### src/sv/rsus_pkg.sv
package rsus_pkg;

   localparam int DEF_MAX_CHILDREN = 256;
   localparam int RATING_W         = 16;
   localparam int COUNT_W          = 31;
   localparam int FRAC_BITS        = 16;
   localparam int URGENCY_BIAS     = 50;
   localparam int INDEX_OUT_W      = 8;
   localparam int REQ_DATA_W       = 48;

   typedef enum logic [3:0] {
      S_LOAD,
      S_OWN,
      S_CAPT,
      S_SCAN,
      S_TAIL,
      S_SHIFT,
      S_SUB,
      S_DIV,
      S_FIX,
      S_PICK,
      S_OUT
   } state_type;

   // Commands from the controller to the datapath.
   typedef struct packed {
      logic store;
      logic first;
      logic capture;
      logic scan_issue;
      logic shift;
      logic sub;
      logic div_step;
      logic fix;
      logic pick;
      logic next_child;
      logic clear;
   } cmd_type;

   // Status from the datapath to the controller.
   typedef struct packed {
      logic scan_last;
      logic child_last;
      logic div_done;
   } status_type;

endpackage

### src/sv/rsus_ctrl.sv
module rsus_ctrl (
   input  logic                 clock,
   input  logic                 reset,
   input  logic                 req_valid,
   input  logic                 req_last,
   output logic                 req_ready,
   output logic                 rsp_valid,
   input  logic                 rsp_ready,
   input  rsus_pkg::status_type st,
   output rsus_pkg::cmd_type    cmd
);
   import rsus_pkg::*;

   state_type state_ff, state_in;

   always_ff @(posedge clock) begin
      if (reset) begin
         state_ff <= S_LOAD;
      end else begin
         state_ff <= state_in;
      end
   end

   always_comb begin
      state_in = state_ff;
      unique case (state_ff)
         S_LOAD:  if (req_valid && req_last) state_in = S_OWN;
         S_OWN:   state_in = S_CAPT;
         S_CAPT:  state_in = S_SCAN;
         S_SCAN:  if (st.scan_last) state_in = S_TAIL;
         S_TAIL:  state_in = S_SHIFT;
         S_SHIFT: state_in = S_SUB;
         S_SUB:   state_in = S_DIV;
         S_DIV:   if (st.div_done) state_in = S_FIX;
         S_FIX:   state_in = S_PICK;
         S_PICK:  state_in = st.child_last ? S_OUT : S_OWN;
         S_OUT:   if (rsp_ready) state_in = S_LOAD;
         default: state_in = S_LOAD;
      endcase
   end

   always_comb begin
      cmd       = '0;
      req_ready = 1'b0;
      rsp_valid = 1'b0;
      unique case (state_ff)
         S_LOAD: begin
            req_ready = 1'b1;
            cmd.store = req_valid;
            cmd.first = req_valid && req_last;
         end
         S_OWN:   ;
         S_CAPT:  cmd.capture = 1'b1;
         S_SCAN:  cmd.scan_issue = 1'b1;
         S_TAIL:  ;
         S_SHIFT: cmd.shift = 1'b1;
         S_SUB:   cmd.sub = 1'b1;
         S_DIV:   cmd.div_step = !st.div_done;
         S_FIX:   cmd.fix = 1'b1;
         S_PICK: begin
            cmd.pick       = 1'b1;
            cmd.next_child = !st.child_last;
         end
         S_OUT: begin
            rsp_valid = 1'b1;
            cmd.clear = rsp_ready;
         end
         default: ;
      endcase
   end

endmodule

### config.mk
export PLATFORM = sky130hd
export DESIGN_NAME = rsus_ctrl
export DESIGN_NICKNAME = d
export VERILOG_FILES = /design/src/sv/rsus_pkg.sv /design/src/sv/rsus_ctrl.sv
export SDC_FILE = /design/constraint.sdc
export NUM_CORES = 1
export LEC_CHECK = 0
export BUFFER_PORTS_ARGS = -buffer_cell sky130_fd_sc_hd__buf_2
export CORE_AREA = 2 2 39 41
export CTS_BUF_LIST = sky130_fd_sc_hd__clkbuf_2 sky130_fd_sc_hd__clkbuf_4 sky130_fd_sc_hd__clkbuf_8
export DETAILED_ROUTE_END_ITERATION = 12
export DIE_AREA = 0 0 41 43
export GPL_TIMING_DRIVEN = 0
export PLACE_DENSITY = 0.64
export SLEW_MARGIN = 30
export SYNTH_ARGS = -nofsm -noshare
export SYNTH_HDL_FRONTEND = slang
export SYNTH_SLANG_ARGS = --single-unit
### constraint.sdc
create_clock -name clock -period 1.3 [get_ports clock]
set_clock_uncertainty 0.1 [all_clocks]
set_input_delay 0.13 -clock clock [delete_from_list [all_inputs] [get_ports clock]]
set_output_delay 0.13 -clock clock [all_outputs]
set_load 0.01 [all_outputs]
* Yosys cells after proc, flatten, opt, wreduce, memory -nomap -nowiden
Cells that the tools add are included.
** Operators by class
- Reduce and logical (&&, ||, !) cells :: 5
- Mux-type cells :: 17
- Eq/ne operators :: 14
** Operators by type and width (count)
- 4-bit case mux with 11 select lines :: 1
- 4-bit two-way mux :: 5
- 4-bit by 3-bit == test with 1-bit output (second input constant) :: 4
- 4-bit == test (second input constant) :: 3
- 1-bit two-way mux :: 9
- 4-bit by 2-bit == test with 1-bit output (second input constant) :: 2
- 2-bit inequality test (second input constant) :: 4
- 4-bit by 1-bit == test with 1-bit output (second input constant) :: 1
- 4-bit zero test :: 1
- 2-bit two-way mux :: 2
- 4-bit AND reduction :: 1
- 1-bit zero test :: 2
- 1-bit logical AND :: 1
** Storage, ports and cells
- Register bits after elaboration :: 4
- Word-level logic and storage cells :: 37
- Output and inout port bits :: 13

* Logic depth before layout (Yosys ltp)
Gate-level depths: netlist (run 1).
- Depth after elaboration :: 3
- Depth in mapped cells :: 5
- Mapped depth without buffers :: 4

* Worst setup path after synthesis (run 1)
No wires, ideal clock.
- Path kind :: reg-to-reg
- Start :: register state_ff[0]
- End :: register state_ff[0]
- Data arrival time :: 1.188 ns
- Path slack :: -0.060 ns
- Path buffers :: 0
- Stages on the path, launching flop included :: 5
- Library setup time :: 0.072 ns
- Path through :: dfxtp_1 -> nor4_2 -> nand2_1 -> o311ai_2 -> mux2i_1
** Between the ends
- Word-level cells in the longest chain between the ends :: 3
** RTL lines
- start: declaration :: line rsus_ctrl.sv:14 : state_type state_ff, state_in;
- start signal: assignment :: line rsus_ctrl.sv:20 : state_ff <= state_in;
- 4-bit by 2-bit == test with 1-bit output (tied with other cells) :: line rsus_ctrl.sv:26 : unique case (state_ff)
- 2-bit inequality test (no source line)
- 4-bit AND reduction (no source line)
Several ways; a longest one is shown, not always the timed one.
A chain may end at the register's enable or synchronous reset.

==> results of run 1 <==
-- stage by stage --
stage / hold WS (ns) / util [%]
global placement: 0.272 / 39.1
detailed placement: 0.278 / 39.1
finish: 0.0269 / 50.6
floorplan: 0.0991 / -
global route: 0.0292 / 50.6
CTS: 0.0189 / 45.2
-- kinds of logic after synthesis --
| kind of cell | share of synthesized area (%) |
|---|---|
| AOI/OAI and AO/OA | 22.2 |
| buffers and inverters | 10.5 |
| DFF | 19.7 |
| and+or+nand+nor | 45.2 |
| muxes | 2.46 |
-- routing by layer --
layer  track usage (%)  share of wire [%]  vias to the layer above
li1                  -                  -                      254
met4              4.00                  0                        0
met2              27.8                 53                       11
met5                 0                  0                        -
met1              19.3                 43                      247
met3              6.28                3.4                        0
-- worst max-delay path, stage by stage (launching register included) --
cell and delay [ns]:
dfxtp_2 0.34, buf_4 0.19, nor3_4 0.21, and2_1 0.14, buf_2 0.12
-- layout by cell type (no fill, tap or decap), types with 2 or more instances in the layout --
cell,n
buf_2,20
buf_4,8
buf_6,4
nand2_1,4
nand2b_4,3
nor3_2,3
nor3_1,3
o21ai_0,3
clkbuf_4,3
dfxtp_2,3
nand2b_1,2
nor2_2,2
and2_1,2
inv_1,2
-- power by group --
part / leakage, nW / switching (mW) / internal [mW]
Clock: 0.0138 / 0.0494 / 0.103
Combinational: 0.287 / 0.340 / 0.303
Sequential: 0.0347 / 0.0593 / 0.170
Total: 0.335 / 0.448 / 0.576
-- layout make-up --
| class | instances | area (um^2) |
|---|---|---|
| fill | 141 | 683 |
| multi-input combinational | 43 | 358 |
| timing repair buffer | 28 | 168 |
| sequential | 4 | 87.6 |
| buffer | 4 | 37.5 |
| clock buffer | 3 | 22.5 |
| tap | 16 | 20.0 |
| inverter | 2 | 7.51 |
-- timing repair --
item | in CTS | in global routing
endpoints found under the setup margin | 17 | 17
resized for setup | 9 | 13
pin swaps | 3 | 8
setup buffers | 5 | 3
-- final timing paths --
kind	from	cells after the start	end	slack [ns]
hold reg to reg	state_ff[3]$_SDFFE_PP0P_	3	state_ff[2]$_SDFFE_PP0P_	0.58
setup reg to reg	state_ff[3]$_SDFFE_PP0P_	5	state_ff[0]$_SDFFE_PP0P_	-0.11
setup / recovery	state_ff[2]$_SDFFE_PP0P_	4	cmd[0]	-0.16
hold / removal	reset	2	state_ff[1]$_SDFFE_PP0P_	0.03
==> metrics.cfg, run 1 <==
[status]
outcome=finished with violations
failed_checks=setup timing

[clocking]
cts_root_buf=clkbuf_4
cts_hold_buffers=0
clkLatencyLatePin_ns=0.23
cts_tree=built
htreeDepth=1
clockBufferDepth=2
clkTransAtPathRegs_ns=0.04
numClockSinks=4
numCtsBuffers=3

[timing]
post-route-period-util_pct=113
relSlewSlack_pct=76.6
finalSetupViolCount=15
fmax_ghz=0.683
worst_slew_pin_slew_ns=0.346
setup_tns_ns=-1.27
setup_ws_ns=-0.164
hold_violations=0
min_period_ns=1.46
slew_viol_final=0
rsz0062_at_grt=yes

[synthesis]
syn_inst=53
avgSynthCellArea_um2=7.67
synth_seq_cells=4
synth_common_cells=7 x nor3_1, 5 x nand2_1, 4 x dfxtp_1, 4 x nand2b_1
synthDistinctLibCells=29
ys.flop_type=dfxtp_1
netlist.area_leader.share_pct=19.7
async_flop_share_pct=0
seq_area_frac_synth_pct=19.7
synth.yosys.warnings=0
yosys.area.top_type=dfxtp_1
netlist_area_um2=407
syn-num-nets=61
synth_area_leaders=dfxtp_1 20%, nor3_1 8.6%, nand2b_1 6.2%
yosysMostFrequentCell=nor3_1
synth_edf_count=0

[route]
drt_iter0_drc=3
wirelength_um=1310
first_pass_iters=3
postRouteAntennaNets=0
wl_per_cell_um=13.1
remaining_drc_errors=0
vias=512
vias_per_cell=5.12

[setup_path]
path_class=register to output port
critPathRequiredTime_ns=1.07
cp-start-kind=register
arrival_ns=1.23
critical_path.max_fanout=10
cp-end-kind=output port

[layout]
nNetsFinal=94
largestRegisters=state_ff: 4 flops
final_cells=100
insertedDiodeCount=0
largest_reg_flops=4
regMostFlops=state_ff
layout-drive-gt1-share_pct=65.5
design_area_um2=701
area_growth_pct=72.3

[die]
initial_core_util_pct=29.4
die-area_um2=1760
rows=14
io_pins=21
coreArea_um2=1380
fp.dieW_um=41
die_h_um=43

[grt]
antenna_found_initial=0
grt_pass1_wl_um=1970
grt_start_max_net_pins=11
grt-ovfl-total=0
grt_use_total_pct=16.8
grt_pass1_vias=461

[pwr]
report.power.total_mw=1.02
ir_drop_mv=0.832
p_per_area_nw_per_um2=1460
leakage_nw=0.335

[flow_run]
cap_viol_max_count=0

[worst_hold_path]
hold_class=input pin to register

[placed_design]
hpwl_um=823
placement.io_buffers=20
placedCellCount=89
globalplace.congestion=0.762
post_dp_cell_area_um2=541
place_ws_ns=-0.129

(Power assumes the default switching activity.)
==> run 2, diff against run 1 <==
BUFFER_PORTS_ARGS = -buffer_cell sky130_fd_sc_hd__buf_4   (was -buffer_cell sky130_fd_sc_hd__buf_2)
CAP_MARGIN = 15   (was not set)
==> run 2 against run 1 <==
Wire length down 4.7%. Final area up 8.2%. Worst setup slack better by 0.023 ns. Final cell count up 3.0%. Maximum frequency up 1.6%. Sequential power down 2%. Register-to-register slack about the same. The flow still finishes with violations (setup timing). Die area unchanged. Flip-flop and latch count unchanged. Critical path depth unchanged. First-iteration DRC count rose to 5.3 times the previous value. Hold slack better by 0.059 ns.
==> metrics.cfg, run 2 (synthesis results as in run 1) <==
[setup_path]
r2r_cells=6  ; +1
reg2reg_from=state_ff[3]$_SDFFE_PP0P_
crit_chain=buf_4, nand2_1, nor3_1, buf_4
slowest_delay_ns=0.37  ; +0.03 ns
critical_path.max_fanout=10  ; unchanged
crit_start=state_ff[2]$_SDFFE_PP0P_
path_class=register to output port
cpMostUsedCell=buf_4
critPathRequiredTime_ns=1.07  ; about the same
cp-start-kind=register
worst_path_max_delay_cell=dfxtp_2
cp-end-kind=output port
reg2reg_slack_ns=-0.12  ; about the same
reg2reg_to=state_ff[1]$_SDFFE_PP0P_
arrival_ns=1.21  ; -0.02 ns

[timing]
fmax_ghz=0.694  ; +1.6%
rsz0062_at_grt=yes
setup_tns_ns=-1.20  ; +0.0743 ns
min_period_ns=1.44  ; -0.0234 ns
relSlewSlack_pct=76.7  ; about the same
slew_viol_final=0  ; unchanged
finalSetupViolCount=14  ; -1
hold_violations=0  ; unchanged
hold_slack_ns=0.0863  ; +0.0594 ns
post-route-period-util_pct=111  ; -1.8 points
worst_slew_pin_slew_ns=0.345  ; -0.000834 ns
setup_ws_ns=-0.141  ; +0.0234 ns

[placed_design]
hpwl_um=828  ; +0.67%
globalplace.congestion=0.763  ; about the same
placement.io_buffers=20  ; unchanged
placedCellCount=89  ; unchanged

[layout]
insertedDiodeCount=0  ; unchanged
mostFrequentLayoutCells=30 x buf_4, 4 x nor3_2, 4 x nand2_1
regMostFlops=state_ff
final_common_cell=buf_4
area_growth_pct=86.5
nNetsFinal=97  ; +3.2%
largestRegisters=state_ff: 4 flops
layout-drive-gt1-share_pct=63.2  ; -2.3 points
final_cells=103  ; +3.0%
largest_reg_flops=4  ; unchanged

[status]
outcome=finished with violations
failed_checks=setup timing

[clocking]
clkLatencyLatePin_ns=0.24  ; about the same
numClockSinks=4  ; unchanged
numCtsBuffers=3  ; unchanged
cts_root_buf=clkbuf_4
htreeDepth=1  ; unchanged
clkTransAtPathRegs_ns=0.04  ; about the same
clockBufferDepth=2  ; unchanged
cts_tree=built

[grt]
antenna_found_initial=0  ; unchanged
grt_pass1_wl_um=1880  ; -4.6%
grt-ovfl-total=0  ; unchanged
grt_start_max_net_pins=11  ; unchanged
grt_pass1_vias=464  ; +0.65%
grt_use_total_pct=15.6  ; -1.2 points

[route]
remaining_drc_errors=0  ; unchanged
route.met2.wl_um=645  ; -7.6%
postRouteAntennaNets=0  ; unchanged
wirelength_um=1250  ; -4.7%
wl_per_cell_um=12.1  ; -7.5%
wl_met3_um=73  ; +66%
dr.max_layer_used=met3
first_pass_iters=4  ; +1
vias=509  ; -0.59%
routedLengthMet1_um=532  ; -6.7%
vias_per_cell=4.94  ; -3.5%
drt_iter0_drc=16  ; +13

[die]
fp.dieW_um=41  ; unchanged
die-area_um2=1760  ; unchanged
initial_core_util_pct=29.4  ; unchanged
coreArea_um2=1380  ; unchanged
rows=14  ; unchanged
io_pins=21  ; unchanged
die_h_um=43  ; unchanged

[pwr]
leakage_nw=0.353  ; +5.4%
p_per_area_nw_per_um2=1460  ; about the same
ir_drop_mv=0.851  ; +2.3%

[flow_run]
cap_viol_max_count=0  ; unchanged

[worst_hold_path]
min_from=rsp_ready
hold_end=state_ff[3]$_SDFFE_PP0P_
holdPathStages=4  ; +2
hold_class=input pin to register

## run 2: area by class of cell
cell class / count / area, um^2
Buffer: 4 / 37.5
Clock buffer: 3 / 22.5
Fill cell: 140 / 626
Inverter: 2 / 7.51
Multi-Input combinational cell: 43 / 347
Sequential cell: 4 / 87.6
Tap cell: 16 / 20.0
Timing Repair Buffer: 31 / 236
## run 2: worst max-delay path by stage
stage / to / slack (ns) / cells past startpoint
2_1_floorplan: state_ff[0]$_SDFFE_PP0P_ / -0.007 / 5
3_3_place_gp: state_ff[0]$_SDFFE_PP0P_ / -0.16 / 4
3_5_place_dp: state_ff[0]$_SDFFE_PP0P_ / -0.14 / 4
4_1_cts: cmd[0] / -0.14 / 4
5_1_grt: cmd[9] / -0.22 / 3
6_report: cmd[4] / -0.14 / 4
## run 2: per-stage QoR
step                      cell area (um^2)  power [mW]  setup WS (ns)  utilization, %
final                                  758        1.11         -0.141            54.8
after global routing                   758        1.19         -0.219            54.8
after CTS                              726        1.06         -0.143            52.4
after detailed placement               591       0.759         -0.143            42.7
after global placement                 591       0.760         -0.163            42.7
after floorplan                        420       0.580       -0.00745               -
## run 2: power breakdown
part | switching, mW | internal [mW] | total (mW) | leakage, nW
sequential | 0.0547 | 0.169 | 0.224 | 0.0347
clock | 0.0499 | 0.103 | 0.153 | 0.0138
combinational | 0.345 | 0.386 | 0.731 | 0.305
## run 2: per-layer routing
layer / global-route usage, % / vias up
li1: - / 264
met2: 24.1 / 15
met3: 6.28 / 0
met1: 20.3 / 230
met5: 0 / -
met4: 2.00 / 0
## run 2: timing repair
item	CTS	global route
setup endpoints to repair	16	17
hold buffers	1	0
cloned	1	0
buffers inserted	7	2
gates resized for setup	14	4
pin swaps	2	2
endpoints found under the hold margin	2	0
## run 2: critical path, delay by kind of cell (launching register included)
family / cells / cell delay, ns
DFF: 1 / 0.37
and+or+nand+nor: 2 / 0.26
buffers and inverters: 2 / 0.35
